### config.mk
export PLATFORM = sky130hd
export DESIGN_NAME = ecu_identity_sync_supervisor
export DESIGN_NICKNAME = d
export VERILOG_FILES = /design/src/rtl/core/ecu_iss_pkg.sv /design/src/rtl/core/ecu_iss_ctrl.sv /design/src/rtl/core/ecu_iss_datapath.sv /design/src/rtl/core/ecu_identity_sync_supervisor.sv
export SDC_FILE = /design/constraint.sdc
export NUM_CORES = 1
export LEC_CHECK = 0
export ABC_AREA = 1
export BUFFER_PORTS_ARGS = -buffer_cell sky130_fd_sc_hd__buf_4
export CAP_MARGIN = 40
export CORE_ASPECT_RATIO = 0.5
export CORE_MARGIN = 3
export CORE_UTILIZATION = 60
export CTS_CLUSTER_SIZE = 28
export DETAILED_ROUTE_END_ITERATION = 7
export PLACE_DENSITY = 0.81
export SLEW_MARGIN = 0
export SYNTH_ARGS = -nofsm -noshare
export SYNTH_HDL_FRONTEND = slang
export SYNTH_SLANG_ARGS = --single-unit
### constraint.sdc
create_clock -name clock -period 5.8 [get_ports clock]
set_clock_uncertainty 0.15 [all_clocks]
set_input_delay 0.58 -clock clock [delete_from_list [all_inputs] [get_ports clock]]
set_output_delay 0.58 -clock clock [all_outputs]
set_load 0.005 [all_outputs]
### src/rtl/core/ecu_iss_pkg.sv
`default_nettype none

package ecu_iss_pkg;

   // register indexes of the write port
   localparam logic [2:0] CSR_DIAG_MODE     = 3'd0;
   localparam logic [2:0] CSR_PARAM_CHECK   = 3'd1;
   localparam logic [2:0] CSR_DIAG_TRIGGER  = 3'd2;
   localparam logic [2:0] CSR_SERIAL_INIT   = 3'd3;
   localparam logic [2:0] CSR_TYPE_INIT     = 3'd4;
   localparam logic [2:0] CSR_HOURS_INIT    = 3'd5;

   // reset values
   localparam logic [31:0] SERIAL_RESET = 32'hFFFF_FFFF;
   localparam logic [15:0] TYPE_RESET   = 16'hFFFF;
   localparam logic [31:0] HOURS_RESET  = 32'h0000_0000;
   localparam logic [4:0]  RESET_PERIOD = 5'd20;

   // invalid markers
   localparam logic [31:0] INVALID32 = 32'hFFFF_FFFF;
   localparam logic [15:0] INVALID16 = 16'hFFFF;

   typedef struct packed {
      logic        rx1_event;
      logic        rx2_event;
      logic        rx_ident1_event;
      logic        diag_request;
      logic [31:0] peer1_serial;
      logic [15:0] peer1_type;
      logic [31:0] peer1_hours;
      logic [31:0] peer2_serial;
      logic [15:0] peer2_type;
      logic [31:0] peer2_hours;
   } req_word_type;

   typedef struct packed {
      logic        tx_request;
      logic        peer1_timed_out;
      logic        peer2_timed_out;
      logic        peer1_slow;
      logic [31:0] own_serial;
      logic [15:0] own_type;
      logic [31:0] own_hours;
      logic [4:0]  tx_period;
   } rsp_word_type;

   // which transmit period is in force
   typedef enum logic [1:0] {
      PER_RESET,
      PER_SYNC,
      PER_UNSYNC,
      PER_SLOW
   } period_sel_type;

   typedef enum logic [1:0] {
      ST_IDLE,
      ST_COUNT,
      ST_MATCH,
      ST_MERGE
   } ctrl_state_type;

   typedef struct packed {
      logic load;   // capture the input word
      logic count;  // tick, silence, timeout and debounce update
      logic match;  // identity compares, validity checks and partial maxima
      logic merge;  // identity rules, period select, result load
   } dp_cmd_type;

endpackage

`default_nettype wire

### src/rtl/core/ecu_iss_ctrl.sv
`default_nettype none

module ecu_iss_ctrl (
   input  wire                     clock,
   input  wire                     reset,
   input  wire                     req_valid,
   output logic                    req_stall,
   output logic                    rsp_valid,
   input  wire                     rsp_stall,
   output ecu_iss_pkg::dp_cmd_type cmd
);
   import ecu_iss_pkg::*;

   ctrl_state_type state_ff, state_in;
   logic           rsp_valid_ff, rsp_valid_in;
   logic           out_free;

   always_ff @(posedge clock) begin
      if (reset) begin
         state_ff     <= ST_IDLE;
         rsp_valid_ff <= 1'b0;
      end else begin
         state_ff     <= state_in;
         rsp_valid_ff <= rsp_valid_in;
      end
   end

   // output register may be reloaded once its word is gone
   assign out_free = !rsp_valid_ff || !rsp_stall;

   always_comb begin
      state_in  = state_ff;
      cmd       = '0;
      req_stall = 1'b1;
      case (state_ff)
         ST_IDLE: begin
            req_stall = 1'b0;
            if (req_valid) begin
               cmd.load = 1'b1;
               state_in = ST_COUNT;
            end
         end
         ST_COUNT: begin
            cmd.count = 1'b1;
            state_in  = ST_MATCH;
         end
         ST_MATCH: begin
            cmd.match = 1'b1;
            state_in  = ST_MERGE;
         end
         ST_MERGE: begin
            if (out_free) begin
               cmd.merge = 1'b1;
               state_in  = ST_IDLE;
            end
         end
         default: begin
            state_in = ST_IDLE;
         end
      endcase
   end

   assign rsp_valid_in = cmd.merge ? 1'b1 : (rsp_valid_ff && rsp_stall);
   assign rsp_valid    = rsp_valid_ff;

endmodule

`default_nettype wire

### src/rtl/core/ecu_iss_datapath.sv
`default_nettype none

module ecu_iss_datapath #(
   parameter int TIMEOUT_TICKS  = 50,
   parameter int SYNC_PERIOD    = 10,
   parameter int UNSYNC_PERIOD  = 20,
   parameter int SLOW_PERIOD    = 15,
   parameter int RATE_TOLERANCE = 1,
   parameter int DEBOUNCE_COUNT = 3
) (
   input  wire                       clock,
   input  wire                       reset,
   input  ecu_iss_pkg::dp_cmd_type   cmd,
   input  ecu_iss_pkg::req_word_type req_data,
   input  wire                       csr_write,
   input  wire  [2:0]                csr_index,
   input  wire  [31:0]               csr_data,
   output ecu_iss_pkg::rsp_word_type rsp_data
);
   import ecu_iss_pkg::*;

   localparam logic [4:0] SYNC_LAST   = 5'(SYNC_PERIOD - 1);
   localparam logic [4:0] UNSYNC_LAST = 5'(UNSYNC_PERIOD - 1);
   localparam logic [4:0] SLOW_LAST   = 5'(SLOW_PERIOD - 1);
   localparam logic [4:0] RESET_LAST  = RESET_PERIOD - 5'd1;
   localparam int         FAST_LIMIT  = SYNC_PERIOD + RATE_TOLERANCE;
   localparam int         NORMAL_MIN  = UNSYNC_PERIOD - RATE_TOLERANCE;
   localparam int         SLOW_MIN    = SLOW_PERIOD - RATE_TOLERANCE;

   // residue counter: tick count modulo one period, cleared on tick wrap
   function automatic logic [4:0] next_res(input logic [4:0] r, input logic [4:0] last,
                                           input logic wrap);
      logic [4:0] n;
      n = (wrap || r == last) ? 5'd0 : r + 5'd1;
      return n;
   endfunction

   function automatic logic [4:0] period_value(input period_sel_type sel);
      logic [4:0] v;
      case (sel)
         PER_SYNC:   v = 5'(SYNC_PERIOD);
         PER_UNSYNC: v = 5'(UNSYNC_PERIOD);
         PER_SLOW:   v = 5'(SLOW_PERIOD);
         default:    v = RESET_PERIOD;
      endcase
      return v;
   endfunction

   // configuration
   logic diag_mode_ff, param_check_ff, diag_trigger_ff;

   // input word
   req_word_type in_ff;

   // count stage state
   logic [31:0]    tick_ff, tick_in;
   logic [4:0]     res_sync_ff, res_sync_in;
   logic [4:0]     res_unsync_ff, res_unsync_in;
   logic [4:0]     res_slow_ff, res_slow_in;
   logic [4:0]     res_reset_ff, res_reset_in;
   period_sel_type period_sel_ff, period_sel_in;
   logic [5:0]     silence1_ff, silence1_in;
   logic [5:0]     silence2_ff, silence2_in;
   logic           timeout1_ff, timeout1_in;
   logic           timeout2_ff, timeout2_in;
   logic           slow1_ff, slow1_in;
   logic [1:0]     debounce1_ff, debounce1_in;
   logic           tx_ff, tx_in;
   logic           wrap;

   // match stage
   logic        m1_ff, m1_in, m2_ff, m2_in, peq_ff, peq_in;
   logic        v1_ff, v1_in, v2_ff, v2_in;
   logic [31:0] max_l1_ff, max_l1_in, max_l2_ff, max_l2_in;

   // identity
   logic [31:0] local_serial_ff, local_serial_in;
   logic [15:0] local_type_ff, local_type_in;
   logic [31:0] local_hours_ff, local_hours_in;
   logic [31:0] max_all;
   logic        f1, f2;

   rsp_word_type rsp_ff, rsp_in;

   // ---- count stage ----
   assign tick_in       = tick_ff + 32'd1;
   assign wrap          = (tick_in == 32'd0);
   assign res_sync_in   = next_res(res_sync_ff, SYNC_LAST, wrap);
   assign res_unsync_in = next_res(res_unsync_ff, UNSYNC_LAST, wrap);
   assign res_slow_in   = next_res(res_slow_ff, SLOW_LAST, wrap);
   assign res_reset_in  = next_res(res_reset_ff, RESET_LAST, wrap);

   always_comb begin
      case (period_sel_ff)
         PER_SYNC:   tx_in = (res_sync_in == 5'd0);
         PER_UNSYNC: tx_in = (res_unsync_in == 5'd0);
         PER_SLOW:   tx_in = (res_slow_in == 5'd0);
         default:    tx_in = (res_reset_in == 5'd0);
      endcase
   end

   always_comb begin
      silence1_in  = silence1_ff;
      timeout1_in  = timeout1_ff;
      slow1_in     = slow1_ff;
      debounce1_in = debounce1_ff;
      if (in_ff.rx1_event) begin
         timeout1_in = 1'b0;
         silence1_in = 6'd0;
         if (diag_mode_ff && param_check_ff) begin
            if (int'(silence1_ff) >= NORMAL_MIN || int'(silence1_ff) <= FAST_LIMIT) begin
               slow1_in     = 1'b0;
               debounce1_in = 2'd0;
            end else if (int'(silence1_ff) >= SLOW_MIN) begin
               if (int'(debounce1_ff) < DEBOUNCE_COUNT) begin
                  debounce1_in = debounce1_ff + 2'd1;
               end else begin
                  slow1_in = 1'b1;
               end
            end
         end
      end else if (int'(silence1_ff) >= TIMEOUT_TICKS) begin
         timeout1_in = 1'b1;
      end else begin
         silence1_in = silence1_ff + 6'd1;
      end
   end

   always_comb begin
      silence2_in = silence2_ff;
      timeout2_in = timeout2_ff;
      if (in_ff.rx2_event) begin
         // diag mode leaves the peer 2 timeout flag alone
         if (!diag_mode_ff) begin
            timeout2_in = 1'b0;
         end
         silence2_in = 6'd0;
      end else if (int'(silence2_ff) >= TIMEOUT_TICKS) begin
         timeout2_in = 1'b1;
      end else begin
         silence2_in = silence2_ff + 6'd1;
      end
   end

   // ---- match stage ----
   assign m1_in  = (local_serial_ff == in_ff.peer1_serial) && (local_type_ff == in_ff.peer1_type);
   assign m2_in  = (local_serial_ff == in_ff.peer2_serial) && (local_type_ff == in_ff.peer2_type);
   assign peq_in = (in_ff.peer1_serial == in_ff.peer2_serial)
                   && (in_ff.peer1_type == in_ff.peer2_type);
   assign v1_in  = (in_ff.peer1_serial != INVALID32) && (in_ff.peer1_type != INVALID16)
                   && (in_ff.peer1_hours != INVALID32);
   assign v2_in  = (in_ff.peer2_serial != INVALID32) && (in_ff.peer2_type != INVALID16)
                   && (in_ff.peer2_hours != INVALID32);
   assign max_l1_in = (in_ff.peer1_hours > local_hours_ff) ? in_ff.peer1_hours : local_hours_ff;
   assign max_l2_in = (in_ff.peer2_hours > local_hours_ff) ? in_ff.peer2_hours : local_hours_ff;

   // ---- merge stage ----
   assign max_all = (in_ff.peer2_hours > max_l1_ff) ? in_ff.peer2_hours : max_l1_ff;
   assign f1      = !timeout1_ff;
   assign f2      = !timeout2_ff;

   always_comb begin
      local_serial_in = local_serial_ff;
      local_type_in   = local_type_ff;
      local_hours_in  = local_hours_ff;
      period_sel_in   = PER_UNSYNC;
      if (!diag_mode_ff) begin
         if (m1_ff && peq_ff && f1 && f2 && v1_ff && v2_ff) begin
            local_hours_in = max_all;
            period_sel_in  = PER_SYNC;
         end else if (m1_ff && !peq_ff && f1 && v1_ff) begin
            local_hours_in = max_l1_ff;
            period_sel_in  = PER_SYNC;
         end else if (m2_ff && !peq_ff && f2 && v2_ff) begin
            local_hours_in = max_l2_ff;
            period_sel_in  = PER_SYNC;
         end else if (!m1_ff && peq_ff && f1 && f2) begin
            // adopted whole, valid or not
            local_serial_in = in_ff.peer1_serial;
            local_type_in   = in_ff.peer1_type;
            local_hours_in  = in_ff.peer1_hours;
            period_sel_in   = PER_SYNC;
         end
      end else begin
         if (slow1_ff && in_ff.rx_ident1_event && v1_ff) begin
            local_serial_in = in_ff.peer1_serial;
            local_type_in   = in_ff.peer1_type;
            local_hours_in  = in_ff.peer1_hours;
         end
         if (in_ff.diag_request && diag_trigger_ff) begin
            period_sel_in = PER_SLOW;
         end
      end
   end

   always_comb begin
      rsp_in.tx_request      = tx_ff;
      rsp_in.peer1_timed_out = timeout1_ff;
      rsp_in.peer2_timed_out = timeout2_ff;
      rsp_in.peer1_slow      = slow1_ff;
      rsp_in.own_serial      = local_serial_in;
      rsp_in.own_type        = local_type_in;
      rsp_in.own_hours       = local_hours_in;
      rsp_in.tx_period       = period_value(period_sel_in);
   end

   // control state, counters, flags and identity
   always_ff @(posedge clock) begin
      if (reset) begin
         diag_mode_ff    <= 1'b0;
         param_check_ff  <= 1'b0;
         diag_trigger_ff <= 1'b0;
         tick_ff         <= 32'd0;
         res_sync_ff     <= 5'd0;
         res_unsync_ff   <= 5'd0;
         res_slow_ff     <= 5'd0;
         res_reset_ff    <= 5'd0;
         period_sel_ff   <= PER_RESET;
         silence1_ff     <= 6'd0;
         silence2_ff     <= 6'd0;
         timeout1_ff     <= 1'b1;
         timeout2_ff     <= 1'b1;
         slow1_ff        <= 1'b0;
         debounce1_ff    <= 2'd0;
         local_serial_ff <= SERIAL_RESET;
         local_type_ff   <= TYPE_RESET;
         local_hours_ff  <= HOURS_RESET;
      end else begin
         if (csr_write) begin
            case (csr_index)
               CSR_DIAG_MODE:    diag_mode_ff    <= csr_data[0];
               CSR_PARAM_CHECK:  param_check_ff  <= csr_data[0];
               CSR_DIAG_TRIGGER: diag_trigger_ff <= csr_data[0];
               CSR_SERIAL_INIT:  local_serial_ff <= csr_data;
               CSR_TYPE_INIT:    local_type_ff   <= csr_data[15:0];
               CSR_HOURS_INIT:   local_hours_ff  <= csr_data;
               default: begin
               end
            endcase
         end
         if (cmd.count) begin
            tick_ff       <= tick_in;
            res_sync_ff   <= res_sync_in;
            res_unsync_ff <= res_unsync_in;
            res_slow_ff   <= res_slow_in;
            res_reset_ff  <= res_reset_in;
            silence1_ff   <= silence1_in;
            silence2_ff   <= silence2_in;
            timeout1_ff   <= timeout1_in;
            timeout2_ff   <= timeout2_in;
            slow1_ff      <= slow1_in;
            debounce1_ff  <= debounce1_in;
         end
         if (cmd.merge) begin
            period_sel_ff   <= period_sel_in;
            local_serial_ff <= local_serial_in;
            local_type_ff   <= local_type_in;
            local_hours_ff  <= local_hours_in;
         end
      end
   end

   // payload registers
   always_ff @(posedge clock) begin
      if (cmd.load) begin
         in_ff <= req_data;
      end
      if (cmd.count) begin
         tx_ff <= tx_in;
      end
      if (cmd.match) begin
         m1_ff     <= m1_in;
         m2_ff     <= m2_in;
         peq_ff    <= peq_in;
         v1_ff     <= v1_in;
         v2_ff     <= v2_in;
         max_l1_ff <= max_l1_in;
         max_l2_ff <= max_l2_in;
      end
      if (cmd.merge) begin
         rsp_ff <= rsp_in;
      end
   end

   assign rsp_data = rsp_ff;

endmodule

`default_nettype wire

### src/rtl/core/ecu_identity_sync_supervisor.sv
`default_nettype none
// channel   direction  handshake                  word
// req_      in         req_valid / req_stall      ecu_iss_pkg::req_word_type, one 100 ms tick
// rsp_      out        rsp_valid / rsp_stall      ecu_iss_pkg::rsp_word_type, one per tick
// csr_      in         csr_write, csr_index       csr_data, no wait, no read-back
//
// each word passes four steps: capture, counter update, identity compare, merge
// the merge step waits while the previous result word is still stalled at the output
// the next word is taken in the cycle after the merge, so a word is not taken before the last is through
// reset (synchronous, active high) clears counters, sets the timeout flags and
// loads the reset identity; a stalled result holds its word and valid until taken

module ecu_identity_sync_supervisor #(
   parameter int TIMEOUT_TICKS  = 50,
   parameter int SYNC_PERIOD    = 10,
   parameter int UNSYNC_PERIOD  = 20,
   parameter int SLOW_PERIOD    = 15,
   parameter int RATE_TOLERANCE = 1,
   parameter int DEBOUNCE_COUNT = 3
) (
   input  wire                       clock,
   input  wire                       reset,
   // tick word in
   input  wire                       req_valid,
   output logic                      req_stall,
   input  ecu_iss_pkg::req_word_type req_data,
   // result word out
   output logic                      rsp_valid,
   input  wire                       rsp_stall,
   output ecu_iss_pkg::rsp_word_type rsp_data,
   // register writes
   input  wire                       csr_write,
   input  wire  [2:0]                csr_index,
   input  wire  [31:0]               csr_data
);
   import ecu_iss_pkg::*;

   dp_cmd_type cmd;

   // sequencer: one word at a time through the four steps
   ecu_iss_ctrl u_ctrl (
      .clock     (clock),
      .reset     (reset),
      .req_valid (req_valid),
      .req_stall (req_stall),
      .rsp_valid (rsp_valid),
      .rsp_stall (rsp_stall),
      .cmd       (cmd)
   );

   // counters, flags, identity merge and the output word register;
   // the transmit check keeps tick residues per period instead of dividing
   ecu_iss_datapath #(
      .TIMEOUT_TICKS  (TIMEOUT_TICKS),
      .SYNC_PERIOD    (SYNC_PERIOD),
      .UNSYNC_PERIOD  (UNSYNC_PERIOD),
      .SLOW_PERIOD    (SLOW_PERIOD),
      .RATE_TOLERANCE (RATE_TOLERANCE),
      .DEBOUNCE_COUNT (DEBOUNCE_COUNT)
   ) u_datapath (
      .clock     (clock),
      .reset     (reset),
      .cmd       (cmd),
      .req_data  (req_data),
      .csr_write (csr_write),
      .csr_index (csr_index),
      .csr_data  (csr_data),
      .rsp_data  (rsp_data)
   );

endmodule

`default_nettype wire

# Yosys cells after proc, flatten, opt, wreduce, memory -nomap -nowiden
# Cells that the tools add are included.
[classes]
add_sub_neg = 8
n_mul = 0
n_div = 0
order_cmp = 9
eq_ne = 35
n_shift = 0
muxes = 68
n_bitwise = 0
reduce_logical = 66
[ops]
columns = ["cell", "count"]
rows = [
  ["32-bit two-way mux", 21],
  ["16-bit two-way mux", 9],
  ["32-bit != test, second input constant", 4],
  ["32-bit equality test", 3],
  ["32-bit > comparator", 3],
  ["16-bit equality test", 3],
  ["32-bit by 1-bit adder with 32-bit output, second input constant", 1],
  ["32-bit logical NOT", 1],
  ["16-bit != test, second input constant", 2],
  ["1-bit logical AND", 26],
  ["6-bit two-way mux", 4],
  ["5-bit by 1-bit adder with 5-bit output, second input constant", 4],
  ["5-bit logical NOT", 4],
  ["2-bit two-way mux", 10],
  ["5-bit two-way mux", 4],
  ["2-bit AND reduction", 10],
  ["1-bit two-way mux", 17],
  ["2-bit nonzero test", 8],
  ["6-bit by 1-bit adder with 6-bit output, second input constant", 2],
  ["6-bit >= comparator, second input constant", 2],
  ["2-bit equality test, second input constant", 5],
  ["5-bit by 4-bit equality test with 1-bit output, second input constant", 2],
  ["5-bit equality test, second input constant", 2],
  ["5-bit one-hot mux with 2 select lines", 1],
  ["19 further kinds", 38],
]
[word_totals]
reg_bits = 480
latch_bits = 0
ramBits = 0
romBits = 0
in_bits = 204
output_inout_bits = 91
elab_cells = 232
memories = 0

# Logic depth before layout (Yosys ltp)
[logic_depth]
ltp_word = 11
ltp_mapped = 20
ltp_nobuf = 19

# Cells and area by module
# From an unflattened synthesis, not the netlist that was laid out.
[hier_totals]
cells_unflattened = 3183
hier_area_um2 = 26626.8
[by_module_without_submodules]
columns = ["mod", "instances", "cells_per_inst", "area_each_um2", "seq_area_each_um2"]
rows = [
  ["ecu_iss_datapath", 1, 3152, 26401.6, 12752.2],
  ["ecu_iss_ctrl", 1, 31, 225.2, 60.1],
]

# Least setup slack after synthesis
# Ideal clock, no wire load.
[synth_timing]
path_type = "reg-to-reg"
from = "register u_ctrl.state_ff[0]"
to = "register u_datapath.in_ff[0] (netlist name), enable pin"
setup_time_ns = 0.516
arrival_ns = 3.779
required_ns = 5.134
setup_slack_ns = 1.355
path_stages_with_launch = 5
path_buffers = 0
period_less_slack_ns = 4.445
cell_sequence = "dfxtp_1 -> inv_1 -> ha_1 -> nand2_1 -> inv_1"
[synth_lines]
columns = ["item", "line_no", "text"]
rows = [
  ["from (decl)", "ecu_iss_ctrl.sv:14", "ctrl_state_type state_ff, state_in;"],
  ["from (signal assigned)", "ecu_iss_ctrl.sv:23", "state_ff <= state_in;"],
  ["to (signal assigned)", "ecu_iss_datapath.sv:266", "in_ff <= req_data;"],
  ["to (decl)", "ecu_iss_datapath.sv:53", "req_word_type in_ff;"],
]

# Worst setup path after layout
[layout_timing]
from = "register u_datapath.timeout1_ff"
to = "register u_datapath.local_hours_ff[26]"
[layout_between]
elab_chain_cells = 9
word_cells_on_any_way = 15
classes_between = "mux (6); reduce/logical (9)"
[layout_lines]
columns = ["item", "line_no", "text"]
rows = [
  ["from (decl)", "ecu_iss_datapath.sv:64", "logic timeout1_ff, timeout1_in;"],
  ["from (signal assigned)", "ecu_iss_datapath.sv:249", "timeout1_ff <= timeout1_in;"],
  ["1-bit logical NOT (*)", "ecu_iss_datapath.sv:159", "assign f1 = !timeout1_ff;"],
  ["1-bit logical AND (2 in a row)", "ecu_iss_datapath.sv:177", "end else if (!m1_ff && peq_ff && f1 && f2) begin"],
  ["32-bit two-way mux", "ecu_iss_datapath.sv:177", ""],
  ["32-bit two-way mux", "ecu_iss_datapath.sv:174", "end else if (m2_ff && !peq_ff && f2 && v2_ff) begin"],
  ["32-bit two-way mux", "ecu_iss_datapath.sv:171", "end else if (m1_ff && !peq_ff && f1 && v1_ff) begin"],
  ["32-bit two-way mux (*)", "ecu_iss_datapath.sv:168", "if (m1_ff && peq_ff && f1 && f2 && v1_ff && v2_ff) begin"],
  ["32-bit two-way mux (*)", "ecu_iss_datapath.sv:167", "if (!diag_mode_ff) begin"],
  ["named net u_datapath.local_hours_in[26]", "ecu_iss_datapath.sv:79", "logic [31:0] local_hours_ff, local_hours_in;"],
  ["32-bit two-way mux (*)", "ecu_iss_datapath.sv:254", "if (cmd.merge) begin"],
  ["to (signal assigned)", "ecu_iss_datapath.sv:236", "CSR_HOURS_INIT: local_hours_ff <= csr_data;"],
  ["to (signal assigned)", "ecu_iss_datapath.sv:258", "local_hours_ff <= local_hours_in;"],
  ["to (decl)", "ecu_iss_datapath.sv:79", ""],
]
# Mark *: on every way through the listed nets, which the timed path passes. The rest lies on a longest branch.
# A chain may end at the register's enable or synchronous reset.

==> out/results.txt <==
WP data required -> 6150 ps
Asr flop ratio synth -> 0
Syn Area/Cell -> 8.37 um^2
Clk root buf -> clkbuf_16
Port Buffers -> 294
Register area -> 12800 um^2
Layout net count -> 3721
GRT Residual Overflow -> 0
Hold Path Class -> input pin to flip-flop
Slowest stage delay, CP -> 490 ps
Adder-cell share of the synthesized area -> 0.0532
Antenna violations before repair -> 5
Total CTS buffers -> 44
Net Sw Power -> 4560 uW
Synth Area in XOR/XNOR -> 0.0363
Most frequent cells after synthesis -> nand2_1, inv_1, edfxtp_1, a21oi_1, o21ai_0
Synth area leader -> edfxtp_1
Initial Util -> 0.620
Area occupied by multi-input gates -> 11800 um^2
Synth top area cells -> edfxtp_1, nand2_1, dfxtp_1, ha_1, inv_1
Power Total -> 12100 uW
Family with the most delay on the worst path -> buffers and inverters
First DRT Iteration DRCs -> 3429
Main combinational cell family by area after synthesis -> simple AND/OR/NAND/NOR gates
Clock network power share -> 0.238
Slowest stage cell, crit path -> buf_4
Mux cell area share after synthesis -> 0
First-pass GRT wire length -> 126000 um
Outcome -> finished, final reports clean
Max-Slew Margin vs Limit -> 0.407
Post-synth EDFFs -> 322
Total Wirelength -> 82500 um
Die X -> 304 um
Gate Count Post-Synth -> 3174
Synth Area in Compound Gates -> 0.143
Post-route ant nets -> 0
Count of pins over their slew limit -> 0
Synthesis warning total -> 0
Core Region -> 42800 um^2
Post-synthesis simple-gate area fraction -> 0.211
CTS Hold Buffers Added -> 0
Cell variety after synth -> 49
Endpoints failing setup -> 0
CP Cell Sequence -> inv_1, nand3_1, nor2_4, buf_4, inv_2, buf_4, nand2_1, inv_1, buf_4, nand2_1, o2111ai_1, o211ai_1, nand2_1, nand2_1, nand2_1, nand2_1, a21oi_1
Power per cell area -> 394 nW/um^2
Filler cells -> 3264
Leakage -> 0.0131 uW
Most used flip-flop cell after synthesis -> edfxtp_1
Routed WL per cell -> 20.5 um
Combinational Power Share -> 0.318
CTS tree -> done
CP Launch Type -> flip-flop
Fin worst setup slack -> 2280 ps
Dpl ws -> 2440 ps
Peak VDD IR -> 273 uV
Met3 Use GR -> 0.0759
Std cell rows -> 53
Number of global-route vias before repair -> 23000
DRC viols -> 0
Sw Share -> 0.377
GRT Total Usage -> 0.338
Synth top area share -> 0.364
DR pass1 iterations -> 6
Setup TNS -> 0 ps
CP Class -> flip-flop to flip-flop
GR Layer Usage met2 -> 0.535
I/O pins -> 295
GR peak layer -> met2
Area grow syn2layout -> 15.5%
Cell mode on critical path -> nand2_1
FF+latch count, synth -> 479
Placed insts -> 3935
Synthesized area -> 26600 um^2
Top-count cell post-synth -> nand2_1
Part of the power in registers -> 0.444
Die Ht -> 155 um
HPWL after DPL -> 57000 um
Worst-path fanout max -> 49
Met1 Resource Use GR -> 0.442
Fin crit share -> 0.607
Crit path DAT -> 3870 ps
Clock buffer depth -> 3
Min Tclk post-route -> 3520 ps
Largest net degree at the start of global routing -> 79
Worst slew pin tran -> 882 ps
F_max -> 0.284 GHz
Worst-Skew Late Latency -> 570 ps
Die ar. -> 47000 um^2
Clock Pin Slew Worst Setup and Hold Paths -> 70 ps
Syn_nets -> 3491
Postcts setup bufs -> 0
Sink Count -> 479
Post-CTS sizing -> 0
Buf+Inv Stages, Crit Path -> 6
Worst Setup End Kind -> flip-flop
Register area share after synthesis -> 0.482
Max-cap violations -> 0
Unrepaired setup endpoints after global routing -> no
Vias -> 24700
Int Pwr -> 7540 uW
RD Place Congestion -> 0.970
Share of post-route cells with drive strength above 1 -> 0.127
H-tree depth -> 2
Final Hold Viols -> 0
Vias per cell -> 6.13
Final non-filler cell total -> 4021
==> layout by cell type (no fill, tap or decap), types with 81 or more instances in the layout <==
cell,n
a21oi_1,236
buf_4,322
dfxtp_1,157
edfxtp_1,322
ha_1,112
inv_1,369
nand2_1,900
nand3_1,123
nand4_1,81
nor2_1,112
o21ai_0,189
==> flip-flops by register name (all words and copies together) (netlist names), 6 cells and up <==
signal                      cells
u_datapath.local_type_ff       16
u_datapath.local_serial_ff     32
u_datapath.silence2_ff          6
u_datapath.max_l1_ff           32
u_datapath.in_ff              164
u_datapath.local_hours_ff      32
u_datapath.rsp_data            88
u_datapath.tick_ff             32
u_datapath.silence1_ff          6
u_datapath.max_l2_ff           32
==> cells by family (layout without fill, tap and decap cells) <==
logic type | Yosys count | in the layout
simple gates | 1320 | 1320
compound gates | 630 | 630
fa+ha+maj | 113 | 113
buf+inv | 522 | 786
other cells | 0 | 6
flops | 479 | 479
xor+xnor | 110 | 110
==> layer usage <==
| layer | vias to the layer above | part of all wire | routed length, um |
|---|---|---|---|
| met5 | - | 0 | 0 |
| met4 | 0 | 0.050 | 4140 |
| met3 | 284 | 0.12 | 10100 |
| met2 | 1560 | 0.46 | 37500 |
| met1 | 11400 | 0.37 | 30700 |
| li1 | 11400 | - | - |
==> worst paths after layout <==
kind	from	endpoint	depth (start not counted)	slack, ps
worst max register to register	u_datapath.timeout1_ff	u_datapath.local_hours_ff[26]	17	2280
worst min-delay path	req_data[64]	u_datapath.in_ff[64]	1	30
worst max-delay path	u_datapath.timeout1_ff	u_datapath.local_hours_ff[26]	17	2280
worst min register to register	u_datapath.tx_ff	u_datapath.rsp_data[88]	0	280
==> metrics by stage <==
step	hold slack [ps]	area [um^2]	utilization
final	28.5	30700	0.717
after global routing	19.0	30700	0.717
after CTS	14.3	30700	0.716
after detailed placement	268	29300	0.685
after global placement	267	29200	0.682
after floorplan	250	26600	-
==> power by group through the flow <==
stage / clock [uW] / combinational (uW) / sequential (uW)
6_report: 2880 / 3850 / 5370
5_1_grt: 3040 / 4270 / 5440
4_1_cts: 2900 / 3760 / 5340
3_5_place_dp: 0 / 3740 / 5400
3_3_place_gp: 0 / 3560 / 5380
2_1_floorplan: 0 / 2580 / 5250
==> layout make-up <==
type | instances | share of cell area
repair buffers | 326 | 0.0823
multi-input cells | 2173 | 0.385
flip-flops and latches | 479 | 0.417
inverters | 380 | 0.0469
clock inverters | 22 | 0.00587
clock buffers | 58 | 0.0383
diodes | 6 | 0.000489
well taps | 577 | 0.0235
Power figures use the tool's default switching activity.
